File: src/design/urk_pkg.sv
`default_nettype none

package urk_pkg;

    localparam int FRAC_BITS = 16;

    localparam int WIDTH_W = 16;
    localparam int DIST_W  = 25;
    localparam int VAR_W   = 32;
    localparam int STAT_W  = 2;
    localparam int GAIN_W  = FRAC_BITS;

    localparam int CFG_IDX_W  = 3;
    localparam int CFG_DATA_W = 32;

    localparam logic [CFG_IDX_W-1:0] REG_TIMEOUT   = 3'd0;
    localparam logic [CFG_IDX_W-1:0] REG_PROC_NOISE = 3'd1;
    localparam logic [CFG_IDX_W-1:0] REG_MEAS_NOISE = 3'd2;
    localparam logic [CFG_IDX_W-1:0] REG_INIT_VAR  = 3'd3;
    localparam logic [CFG_IDX_W-1:0] REG_INIT_EST  = 3'd4;

    localparam logic [WIDTH_W-1:0] TIMEOUT_RST    = 16'd26000;
    localparam logic [VAR_W-1:0]   PROC_NOISE_RST = 32'd655;
    localparam logic [VAR_W-1:0]   MEAS_NOISE_RST = 32'd6554;
    localparam logic [VAR_W-1:0]   INIT_VAR_RST   = 32'd65536;
    localparam logic [DIST_W-1:0]  INIT_EST_RST   = 25'd0;

    localparam logic [WIDTH_W-1:0] MIN_WIDTH_US = 16'd116;
    localparam logic [WIDTH_W-1:0] MAX_WIDTH_US = 16'd23200;
    localparam int                 SPEED_DIV    = 58;

    localparam logic [STAT_W-1:0] ST_OK      = 2'd0;
    localparam logic [STAT_W-1:0] ST_TIMEOUT = 2'd1;
    localparam logic [STAT_W-1:0] ST_RANGE   = 2'd2;

    // gain divider: one quotient bit per step
    localparam int QLO_W   = FRAC_BITS + 1;
    localparam int K_STEPS = FRAC_BITS + 1;
    localparam int CNT_W   = $clog2(K_STEPS + 1);
    localparam int REM_W   = VAR_W + 1;

    // measurement (w << FRAC_BITS) / 58 as (w * MEAS_RECIP) >> MEAS_SHIFT,
    // exact for w < 2^15 at FRAC_BITS = 16
    localparam int MEAS_SHIFT = 21;
    localparam int MEAS_W     = WIDTH_W + VAR_W;
    localparam logic [VAR_W-1:0] MEAS_RECIP =
        VAR_W'(((64'd1 << (MEAS_SHIFT + FRAC_BITS)) + 64'(SPEED_DIV) - 64'd1)
               / 64'(SPEED_DIV));

    // microcode
    localparam int PC_W = 4;
    localparam int OP_W = 4;
    localparam int CD_W = 3;

    localparam logic [OP_W-1:0] OP_NOP   = 4'd0;
    localparam logic [OP_W-1:0] OP_WAIT  = 4'd1;
    localparam logic [OP_W-1:0] OP_CHECK = 4'd2;
    localparam logic [OP_W-1:0] OP_LDM   = 4'd3;
    localparam logic [OP_W-1:0] OP_DIV   = 4'd4;
    localparam logic [OP_W-1:0] OP_LDK   = 4'd5;
    localparam logic [OP_W-1:0] OP_GAIN  = 4'd6;
    localparam logic [OP_W-1:0] OP_MUL   = 4'd7;
    localparam logic [OP_W-1:0] OP_UPD   = 4'd8;
    localparam logic [OP_W-1:0] OP_EMIT  = 4'd9;

    localparam logic [CD_W-1:0] C_NEXT     = 3'd0;
    localparam logic [CD_W-1:0] C_ALWAYS   = 3'd1;
    localparam logic [CD_W-1:0] C_NO_IN    = 3'd2;
    localparam logic [CD_W-1:0] C_ERR      = 3'd3;
    localparam logic [CD_W-1:0] C_DIV_MORE = 3'd4;
    localparam logic [CD_W-1:0] C_OUT_BUSY = 3'd5;

    localparam logic [PC_W-1:0] S_WAIT  = 4'd0;
    localparam logic [PC_W-1:0] S_CHECK = 4'd1;
    localparam logic [PC_W-1:0] S_LDM   = 4'd2;
    localparam logic [PC_W-1:0] S_LDK   = 4'd3;
    localparam logic [PC_W-1:0] S_DIVK  = 4'd4;
    localparam logic [PC_W-1:0] S_GAIN  = 4'd5;
    localparam logic [PC_W-1:0] S_MUL   = 4'd6;
    localparam logic [PC_W-1:0] S_UPD   = 4'd7;
    localparam logic [PC_W-1:0] S_EMIT  = 4'd8;
    localparam logic [PC_W-1:0] S_LOOP  = 4'd9;
    localparam logic [PC_W-1:0] ROM_LEN = 4'd10;

    typedef struct packed {
        logic [OP_W-1:0] op;
        logic [CD_W-1:0] cond;
        logic [PC_W-1:0] target;
    } ctrl_t;

    function automatic ctrl_t ucode_rom(input logic [PC_W-1:0] pc);
        ctrl_t w;
        w = '{op: OP_NOP, cond: C_ALWAYS, target: S_WAIT};
        case (pc)
            S_WAIT:  w = '{op: OP_WAIT,  cond: C_NO_IN,    target: S_WAIT};
            S_CHECK: w = '{op: OP_CHECK, cond: C_ERR,      target: S_EMIT};
            S_LDM:   w = '{op: OP_LDM,   cond: C_NEXT,     target: S_WAIT};
            S_LDK:   w = '{op: OP_LDK,   cond: C_NEXT,     target: S_WAIT};
            S_DIVK:  w = '{op: OP_DIV,   cond: C_DIV_MORE, target: S_DIVK};
            S_GAIN:  w = '{op: OP_GAIN,  cond: C_NEXT,     target: S_WAIT};
            S_MUL:   w = '{op: OP_MUL,   cond: C_NEXT,     target: S_WAIT};
            S_UPD:   w = '{op: OP_UPD,   cond: C_NEXT,     target: S_WAIT};
            S_EMIT:  w = '{op: OP_EMIT,  cond: C_OUT_BUSY, target: S_EMIT};
            S_LOOP:  w = '{op: OP_NOP,   cond: C_ALWAYS,   target: S_WAIT};
            default: w = '{op: OP_NOP,   cond: C_ALWAYS,   target: S_WAIT};
        endcase
        return w;
    endfunction

endpackage

`default_nettype wire

File: src/design/ultrasonic_range_kalman_top.sv
// Ultrasonic range filter: echo pulse width in, filtered distance out.
//
// Input channel in_valid/in_ready carries one word, pulse_width_us. Output
// channel out_valid/out_ready carries distance_cm_q16 (Q9.16 cm) and status
// (0 ok, 1 timeout or no echo, 2 out of range; distance 0 on error).
// Configuration channel cfg_valid/cfg_ready/cfg_index/cfg_data is always
// ready; index 3 and 4 also reload the filter variance and estimate.
//
// Control is a microcode table stepped by a program counter; one word is in
// work at a time. After acceptance a valid reading is checked, one reciprocal
// multiply gives the measurement, a restoring divider producing one quotient
// bit per cycle runs 17 steps for the gain, then one multiply stage and the
// update lead to out_valid. An error reading goes from the check straight to
// the emit step.
//
// The output register holds a finished word; the next input word is taken
// while it waits. If the receiver stalls, the sequencer waits at its emit
// step until the register is free. Reset restores the register defaults,
// estimate 0 and variance 1.0, and leaves no word pending.
`default_nettype none

module ultrasonic_range_kalman_top
    import urk_pkg::*;
(
    input  wire logic                  clk,
    input  wire logic                  rst_n,

    input  wire logic                  in_valid,
    output logic                       in_ready,
    input  wire logic [WIDTH_W-1:0]    pulse_width_us,

    output logic                       out_valid,
    input  wire logic                  out_ready,
    output logic [DIST_W-1:0]          distance_cm_q16,
    output logic [STAT_W-1:0]          status,

    input  wire logic                  cfg_valid,
    output logic                       cfg_ready,
    input  wire logic [CFG_IDX_W-1:0]  cfg_index,
    input  wire logic [CFG_DATA_W-1:0] cfg_data
);

    // configuration
    logic [WIDTH_W-1:0] timeout_reg;
    logic [VAR_W-1:0]   q_reg;
    logic [VAR_W-1:0]   r_reg;

    // filter state
    logic [DIST_W-1:0]  estimate_reg, estimate_next;
    logic [VAR_W-1:0]   variance_reg, variance_next;

    // sequencer
    logic [PC_W-1:0]    pc_reg, pc_next;
    ctrl_t              ctrl;
    logic               jump;

    // datapath
    logic [WIDTH_W-1:0] width_reg;
    logic [VAR_W-1:0]   p1_reg;
    logic [DIST_W-1:0]  m_reg;
    logic [REM_W-1:0]   rem_reg;
    logic [QLO_W-1:0]   qlo_reg;
    logic [REM_W-1:0]   div_reg;
    logic [CNT_W-1:0]   cnt_reg;
    logic               den_zero_reg;
    logic [GAIN_W-1:0]  k_reg;
    logic [GAIN_W:0]    omk_reg;
    logic [DIST_W-1:0]  diff_reg;
    logic               up_reg;
    logic [DIST_W+GAIN_W-1:0]  prod_x_reg;
    logic [VAR_W+GAIN_W:0]     prod_p_reg;
    logic [DIST_W-1:0]  res_dist_reg;
    logic [STAT_W-1:0]  res_status_reg;

    // output slot
    logic               out_valid_reg;
    logic [DIST_W-1:0]  out_dist_reg;
    logic [STAT_W-1:0]  out_status_reg;

    logic               in_fire;
    logic               cfg_fire;
    logic               out_free;
    logic [STAT_W-1:0]  err_code;
    logic [VAR_W:0]     p_sum;
    logic [VAR_W-1:0]   p1_sat;
    logic [REM_W:0]     trial;
    logic               trial_ge;
    logic [REM_W-1:0]   trial_sub;
    logic [REM_W-1:0]   den;
    logic [GAIN_W-1:0]  k_val;
    logic [MEAS_W-1:0]  meas_prod;
    logic [DIST_W-1:0]  mag;

    assign ctrl      = ucode_rom(pc_reg);
    assign in_ready  = (ctrl.op == OP_WAIT);
    assign in_fire   = in_valid && in_ready;
    assign cfg_ready = 1'b1;
    assign cfg_fire  = cfg_valid && cfg_ready;
    assign out_free  = !out_valid_reg || out_ready;

    assign out_valid       = out_valid_reg;
    assign distance_cm_q16 = out_dist_reg;
    assign status          = out_status_reg;

    always_comb
    begin
        if (width_reg == '0 || width_reg > timeout_reg)
            err_code = ST_TIMEOUT;
        else if (width_reg < MIN_WIDTH_US || width_reg > MAX_WIDTH_US)
            err_code = ST_RANGE;
        else
            err_code = ST_OK;
    end

    assign p_sum     = {1'b0, variance_reg} + {1'b0, q_reg};
    assign p1_sat    = p_sum[VAR_W] ? '1 : p_sum[VAR_W-1:0];
    assign den       = {1'b0, p1_reg} + {1'b0, r_reg};
    assign meas_prod = width_reg * MEAS_RECIP;

    // one restoring-division step
    assign trial     = {rem_reg, qlo_reg[QLO_W-1]};
    assign trial_ge  = trial >= {1'b0, div_reg};
    assign trial_sub = REM_W'(trial - {1'b0, div_reg});

    always_comb
    begin
        if (den_zero_reg)
            k_val = '0;
        else if (qlo_reg[GAIN_W])
            k_val = '1;
        else
            k_val = qlo_reg[GAIN_W-1:0];
    end

    assign mag = prod_x_reg[FRAC_BITS+DIST_W-1:FRAC_BITS];

    always_comb
    begin
        case (ctrl.cond)
            C_NEXT:     jump = 1'b0;
            C_ALWAYS:   jump = 1'b1;
            C_NO_IN:    jump = !in_fire;
            C_ERR:      jump = (err_code != ST_OK);
            C_DIV_MORE: jump = (cnt_reg != CNT_W'(1));
            C_OUT_BUSY: jump = !out_free;
            default:    jump = 1'b0;
        endcase
        pc_next = jump ? ctrl.target : PC_W'(pc_reg + 1'b1);
    end

    always_comb
    begin
        estimate_next = estimate_reg;
        variance_next = variance_reg;
        if (ctrl.op == OP_UPD)
        begin
            estimate_next = up_reg ? DIST_W'(estimate_reg + mag) : DIST_W'(estimate_reg - mag);
            variance_next = prod_p_reg[FRAC_BITS+VAR_W-1:FRAC_BITS];
        end
        if (cfg_fire && cfg_index == REG_INIT_VAR)
            variance_next = cfg_data[VAR_W-1:0];
        if (cfg_fire && cfg_index == REG_INIT_EST)
            estimate_next = cfg_data[DIST_W-1:0];
    end

    always_ff @(posedge clk or negedge rst_n)
    begin
        if (!rst_n)
        begin
            timeout_reg   <= TIMEOUT_RST;
            q_reg         <= PROC_NOISE_RST;
            r_reg         <= MEAS_NOISE_RST;
            estimate_reg  <= INIT_EST_RST;
            variance_reg  <= INIT_VAR_RST;
            pc_reg        <= S_WAIT;
            out_valid_reg <= 1'b0;
        end
        else
        begin
            if (cfg_fire)
            begin
                case (cfg_index)
                    REG_TIMEOUT:    timeout_reg  <= cfg_data[WIDTH_W-1:0];
                    REG_PROC_NOISE: q_reg        <= cfg_data[VAR_W-1:0];
                    REG_MEAS_NOISE: r_reg        <= cfg_data[VAR_W-1:0];
                    // initial values only reload the filter state
                    REG_INIT_VAR, REG_INIT_EST: ;
                    default:        ;
                endcase
            end
            estimate_reg <= estimate_next;
            variance_reg <= variance_next;
            pc_reg       <= pc_next;
            if (ctrl.op == OP_EMIT && out_free)
                out_valid_reg <= 1'b1;
            else if (out_ready)
                out_valid_reg <= 1'b0;
        end
    end

    always_ff @(posedge clk)
    begin
        case (ctrl.op)
            OP_WAIT:
            begin
                if (in_fire)
                    width_reg <= pulse_width_us;
            end
            OP_CHECK:
            begin
                res_status_reg <= err_code;
                res_dist_reg   <= '0;
                p1_reg         <= p1_sat;
            end
            OP_LDM:
            begin
                m_reg <= meas_prod[MEAS_SHIFT+DIST_W-1:MEAS_SHIFT];
            end
            OP_DIV:
            begin
                rem_reg <= trial_ge ? trial_sub : trial[REM_W-1:0];
                qlo_reg <= {qlo_reg[QLO_W-2:0], trial_ge};
                cnt_reg <= CNT_W'(cnt_reg - 1'b1);
            end
            OP_LDK:
            begin
                rem_reg      <= REM_W'(p1_reg[VAR_W-1:1]);
                qlo_reg      <= {p1_reg[0], {(QLO_W-1){1'b0}}};
                div_reg      <= den;
                den_zero_reg <= (den == '0);
                cnt_reg      <= CNT_W'(K_STEPS);
            end
            OP_GAIN:
            begin
                k_reg    <= k_val;
                omk_reg  <= (GAIN_W+1)'(1 << FRAC_BITS) - {1'b0, k_val};
                up_reg   <= (m_reg >= estimate_reg);
                diff_reg <= (m_reg >= estimate_reg) ? DIST_W'(m_reg - estimate_reg)
                                                    : DIST_W'(estimate_reg - m_reg);
            end
            OP_MUL:
            begin
                prod_x_reg <= diff_reg * k_reg;
                prod_p_reg <= omk_reg * p1_reg;
            end
            OP_UPD:
            begin
                res_dist_reg   <= estimate_next;
                res_status_reg <= ST_OK;
            end
            OP_EMIT:
            begin
                if (out_free)
                begin
                    out_dist_reg   <= res_dist_reg;
                    out_status_reg <= res_status_reg;
                end
            end
            default: ;
        endcase
    end

    a_err_zero_dist: assert property (@(posedge clk) disable iff (!rst_n)
        out_valid && status != ST_OK |-> distance_cm_q16 == '0)
        else $error("error word with nonzero distance");

    a_pc_in_rom: assert property (@(posedge clk) disable iff (!rst_n)
        pc_reg < ROM_LEN)
        else $error("sequencer left the microcode table");

    a_div_count: assert property (@(posedge clk) disable iff (!rst_n)
        ctrl.op == OP_DIV |-> cnt_reg != '0)
        else $error("divider stepped with empty count");

    a_accept_check: assert property (@(posedge clk) disable iff (!rst_n)
        in_fire |=> pc_reg == S_CHECK)
        else $error("accepted word not checked next");

    a_emit_free: assert property (@(posedge clk) disable iff (!rst_n)
        ctrl.op == OP_EMIT && out_free |=> out_valid_reg && pc_reg == S_LOOP)
        else $error("emit did not fill output slot");

endmodule

`default_nettype wire

File: config.mk
export PLATFORM = sky130hd
export DESIGN_NAME = ultrasonic_range_kalman_top
export DESIGN_NICKNAME = d
export VERILOG_FILES = /design/src/design/urk_pkg.sv /design/src/design/ultrasonic_range_kalman_top.sv
export SDC_FILE = /design/constraint.sdc
export NUM_CORES = 2
export LEC_CHECK = 0
export ABC_AREA = 1
export BUFFER_PORTS_ARGS = -buffer_cell sky130_fd_sc_hd__buf_2
export CAP_MARGIN = 30
export CORE_ASPECT_RATIO = 1.5
export CORE_UTILIZATION = 60
export CTS_BUF_LIST = sky130_fd_sc_hd__clkbuf_16
export DETAILED_ROUTE_END_ITERATION = 10
export GPL_TIMING_DRIVEN = 0
export PLACE_DENSITY_LB_ADDON = 0.3
export SLEW_MARGIN = 5
export SYNTH_ARGS = -nofsm -noshare
export SYNTH_HDL_FRONTEND = slang
export SYNTH_SLANG_ARGS = --single-unit
File: constraint.sdc
create_clock -name clk -period 8.8 [get_ports clk]
set_input_delay 0.88 -clock clk [delete_from_list [all_inputs] [get_ports clk]]
set_output_delay 0.88 -clock clk [all_outputs]
set_load 0.01 [all_outputs]
Word-level counts from Yosys, hierarchy flattened
Memory sizes are Yosys's and may differ from the RTL's.
Cells that the tools add are included.

storage, ports and cells
  bits of input ports = 56
  memories kept = 1
  memory bits (read-only) = 144
  word-level logic and storage cells = 106
  register bits after elaboration = 506
  output and inout bits = 30

memory list
  memory           words  width  read ports  clocked after memory_dff  write ports  line           source
  (no name shown)  16     9      1           0                         0            urk_pkg.sv:94  case (pc)

cells by class
  magnitude comparators = 5
  mux-type cells = 20
  multipliers = 3
  add/subtract/negate cells = 10
  eq/ne operators = 19
  reductions and logical operators = 23

operators with widths
  cell                                                                            number
  25-bit two-way mux                                                              4
  25-bit subtractor                                                               3
  32-bit by 32-bit adder with 33-bit output                                       2
  33-bit one-hot mux with 2 select lines                                          1
  32-bit two-way mux                                                              2
  25-bit one-hot mux with 2 select lines                                          1
  17-bit by 32-bit multiplier with 48-bit output                                  1
  16-bit by 32-bit multiplier with 46-bit output (second input constant)          1
  25-bit by 16-bit multiplier with 41-bit output                                  1
  34-bit by 33-bit greater-or-equal comparator with 1-bit output                  1
  17-bit one-hot mux with 2 select lines                                          1
  33-bit zero test                                                                1
  33-bit two-way mux                                                              1
  33-bit subtractor                                                               1
  16-bit two-way mux                                                              2
  25-bit adder                                                                    1
  25-bit greater-or-equal comparator                                              1
  17-bit by 16-bit subtractor with 17-bit output (first input constant)           1
  4-bit by 3-bit == test with 1-bit output (second input constant)                4
  16-bit by 15-bit > comparator with 1-bit output (second input constant)         1
  16-bit > comparator                                                             1
  16-bit zero test                                                                1
  16-bit by 7-bit less-than comparator with 1-bit output (second input constant)  1
  3-bit by 2-bit == test with 1-bit output (second input constant)                4
  other kinds (20)                                                                42

Depth between registers and ports, before layout
  depth in word-level cells = 7
  gate-level depth with buffers = 31
  mapped depth without buffers = 29

Worst setup path after synthesis
No wires, ideal clock.

  kind = register to register
  start = reg p1_reg[30]
  end = reg prod_p_reg[45], data pin
  library setup time = 0.252 ns
  buffers on the path = 2
  cell stages (with the launch flop) = 24
  path slack = 3.052 ns
  required time = 8.548 ns
  arrival = 5.496 ns
  clock period less this slack = 5.748 ns
  path through = edfxtp_1 > clkbuf_1 > clkbuf_1 > nand2_1 > fa_1 > inv_1 > fa_1 > inv_1 > fa_1 > inv_1 > fa_1 > fa_1 > inv_1 > fa_1 > inv_1 > ha_1 > a21oi_1 > o21ai_0 > a21boi_0 > nor2_1 > a311oi_1 > nand2_1 > nand2_1 > nand2_1

between the ends
  cells in the longest elaborated chain, start to end = 1

RTL lines
  what                                            line                                source
  start: declaration                              ultrasonic_range_kalman_top.sv:59   logic [VAR_W-1:0] p1_reg;
  start signal: assignment                        ultrasonic_range_kalman_top.sv:213  p1_reg <= p1_sat;
  17-bit by 32-bit multiplier with 48-bit output  ultrasonic_range_kalman_top.sv:244  prod_p_reg <= omk_reg * p1_reg;
  end signal: assignment                          ultrasonic_range_kalman_top.sv:244
  end: declaration                                ultrasonic_range_kalman_top.sv:71   logic [VAR_W+GAIN_W:0] prod_p_reg;

Every way passes these cells.
A chain may end at the register's enable or synchronous reset.

Worst setup path after layout
  start = reg k_reg[9]
  end = reg prod_x_reg[39], data pin

between the ends
  cells in the longest elaborated chain, start to end = 1

RTL lines
  what                                            line                                source
  start: declaration                              ultrasonic_range_kalman_top.sv:66   logic [GAIN_W-1:0] k_reg;
  start signal: assignment                        ultrasonic_range_kalman_top.sv:235  k_reg <= k_val;
  25-bit by 16-bit multiplier with 41-bit output  ultrasonic_range_kalman_top.sv:243  prod_x_reg <= diff_reg * k_reg;
  end signal: assignment                          ultrasonic_range_kalman_top.sv:243
  end: declaration                                ultrasonic_range_kalman_top.sv:70   logic [DIST_W+GAIN_W-1:0] prod_x_reg;

Every way passes these cells.

==> impl_metrics.toml <==
[drt]
first_pass_iters = 8
vias_per_cell = 5.71
first_iter_violations = 4938
drc = 0
dr_total_vias = 59000
routedWlPerCell_um = 22.8
routed_wl_mm = 236
ant_nets = 0

[timing]
tns_ns = 0
hold_viol_final = 0
rsz0062_at_grt = "false"
fin_worst_skew_ns = 0.0461
relSlewSlack = 0.234
tightest_slew_ns = 1.15
setup_viol = 0
drv_slew = 0
period_needed_ns = 7.88
finalCritPeriodShare = 0.895
fmaxAchievable_mhz = 127

[yosys]
synth-async-reset-ratio = 0.300
avgSynthCellArea_um2 = 7.90
syn_area_mm2 = 0.0686
ys_warn_count = 0
synth-compound-area-share = 0.0770
muxShareOfSynthArea = 0
synth_edf_count = 331
synthAdderAreaFrac = 0.381
ys_ff_latch = 473
synth_top_family_by_area = "adder cells"
synthXorXnorAreaFrac = 0.0271
synthSimpleGateAreaFrac = 0.186
yosysUniqueCellTypes = 61
syn_inst = 8684
synthesis.nets = 10300
ys_seq_area_frac = 0.197
synthFlopType = "edfxtp_1"

[clocking]
clk-insertion-delay-late_ns = 0.64
postCtsSetupBuffers = 0
cts_resized = 0
htreeDepth = 2
cts_buffers = 48
cts_tree = "done"
cts.reportedPaths.clkPinSlew_ns = 0.06
root_buffer = "clkbuf_16"
cts.sinks = 473
cts_hold_buf = 0
cts_buffer_depth = 3

[worst_setup_path]
path_buf_inv = 7
critical_path.top_delay_family = "adder cells"
max_stage_delay_ns = 0.76
critPathMaxFanout = 10
crit_chain = "clkbuf_1 -> clkbuf_1 -> nand2_1 -> fa_1 -> inv_1 -> fa_1 -> inv_1 -> fa_1 -> inv_1 -> fa_1 -> fa_1 -> inv_1 -> fa_1 -> inv_1 -> ha_1 -> a21oi_1 -> o21ai_0 -> a21oi_1 -> o21bai_1 -> nor2_1 -> o21ai_0 -> xor2_1"
start_kind = "register"
arrival_ns = 8.25
crit_path_end_kind = "register"
crit_path_start = "k_reg[9]"
cpMostUsedCell = "fa_1"
crit_slowest_cell = "clkbuf_1"
path_class = "reg -> reg"
required_ns = 9.17
worst_r2r_startpoint = "k_reg[9]"

[placed_design]
dp_hpwl_mm = 198
io_buffer_count = 84
gp_congestion = 1.09

[global_route]
grtUsageMet3 = 0.0706
grt.busiest_layer = "met2"
met1_usage = 0.458
track_usage = 0.412
grt_max_degree = 86
grt_pass1_wl_mm = 354
grt_use_met2 = 0.692
antenna_found_initial = 8
grt_pass1_vias = 60400
grt-ovfl-total = 0

[flow_run]
cap_violations = 0

[die]
io_pins = 86
start_util = 0.606
die_h_um = 416
die-area_mm2 = 0.116
fp.coreArea_mm2 = 0.113
die_x_um = 278
rows = 151

[layout]
register_area_mm2 = 0.0135
final_common_cell = "nand2_1"
post-route-util = 0.644
multi_input_area_mm2 = 0.0461
drive_gt1_frac = 0.0323
layout_common_cells = "2169 x nand2_1, 2083 x inv_1, 927 x fa_1, 608 x ha_1, 477 x nor2_1"
n_fill_cell = 10100
area_growth_pct = 6.20
nets = 10400

[hold_path]
hold_class = "in -> async"

[run_status]
status = "complete, no violations"
per-stage QoR:
| stage | cell area (um^2) | hold slack, ns | instances | setup slack, ns |
|---|---|---|---|---|
| final | 72900 | 0.213 | 10300 | 0.925 |
| after global routing | 72900 | 0.253 | 10300 | 0.813 |
| after CTS | 72700 | 0.228 | 10300 | 1.15 |
| after detailed placement | 71200 | 0.405 | 10200 | 1.13 |
| after global placement | 70800 | 0.403 | 10200 | 1.18 |
| after floorplan | 68600 | 0.400 | 8684 | 3.05 |
cell families after synthesis:
kind of cell / after synthesis
flops: 473
fa+ha+maj: 1535
xor+xnor: 212
other cells: 1
buf+inv: 2384
compound gates: 941
simple gates: 3138
path summary, 6_finish.rpt:
path / cells past startpoint / to / slack (ns)
min reg2reg: 0 / distance_cm_q16[18] / 0.42
max: 22 / prod_x_reg[39] / 0.92
max reg2reg: 22 / prod_x_reg[39] / 0.92
min: 1 / timeout_reg[2] / 0.21
min in group clk: 0 / distance_cm_q16[18] / 0.42
max in group asynchronous: 2 / r_reg[7] / 7.63
per-layer routing:
layer / vias up / wire length [um] / part of all wire
met5: - / 46 / 0.00020
met4: 6 / 23400 / 0.099
met1: 28600 / 81800 / 0.35
met2: 2697 / 112000 / 0.48
met3: 931 / 18400 / 0.078
li1: 26700 / - / -
layout make-up:
cell class	count	share of cell area
Buffer	301	0.0170
Timing Repair Buffer	107	0.0112
Tap cell	1453	0.0250
Sequential cell	473	0.186
Clock buffer	49	0.0168
Inverter	2083	0.107
Clock inverter	38	0.00460
Multi-Input combinational cell	5827	0.633
Antenna cell	3	0.000103
Yosys cell counts, types with 6 or more instances:
library cell | count | area share
or2_2 | 18 | 0.0016
fa_1 | 927 | 0.27
inv_2 | 7 | 0.00038
o21bai_1 | 31 | 0.0034
and2_1 | 12 | 0.0011
a31oi_1 | 30 | 0.0027
o21ai_1 | 6 | 0.00044
o21ai_0 | 299 | 0.022
a21boi_0 | 16 | 0.0018
o211ai_1 | 50 | 0.0055
buf_1 | 12 | 0.00066
dfrtp_1 | 122 | 0.044
o21a_1 | 34 | 0.0037
and3_1 | 7 | 0.00064
nor4_1 | 17 | 0.0016
nand2_1 | 2169 | 0.12
nor3_1 | 59 | 0.0043
nand4_1 | 50 | 0.0046
xnor2_1 | 76 | 0.0097
edfxtp_1 | 331 | 0.14
buf_6 | 7 | 0.0011
o31ai_1 | 6 | 0.00066
dfstp_2 | 20 | 0.0077
a21oi_1 | 404 | 0.029
nand3_1 | 250 | 0.018
clkbuf_1 | 256 | 0.014
nand3b_1 | 53 | 0.0058
buf_2 | 18 | 0.0013
a21o_1 | 33 | 0.0036
ha_1 | 608 | 0.11
xor2_1 | 136 | 0.017
nor2_1 | 483 | 0.026
inv_1 | 2076 | 0.11
Power is left out: the tool's default activity adds up to more than one toggle a clock period on the data nets, which glitch-free logic cannot reach.
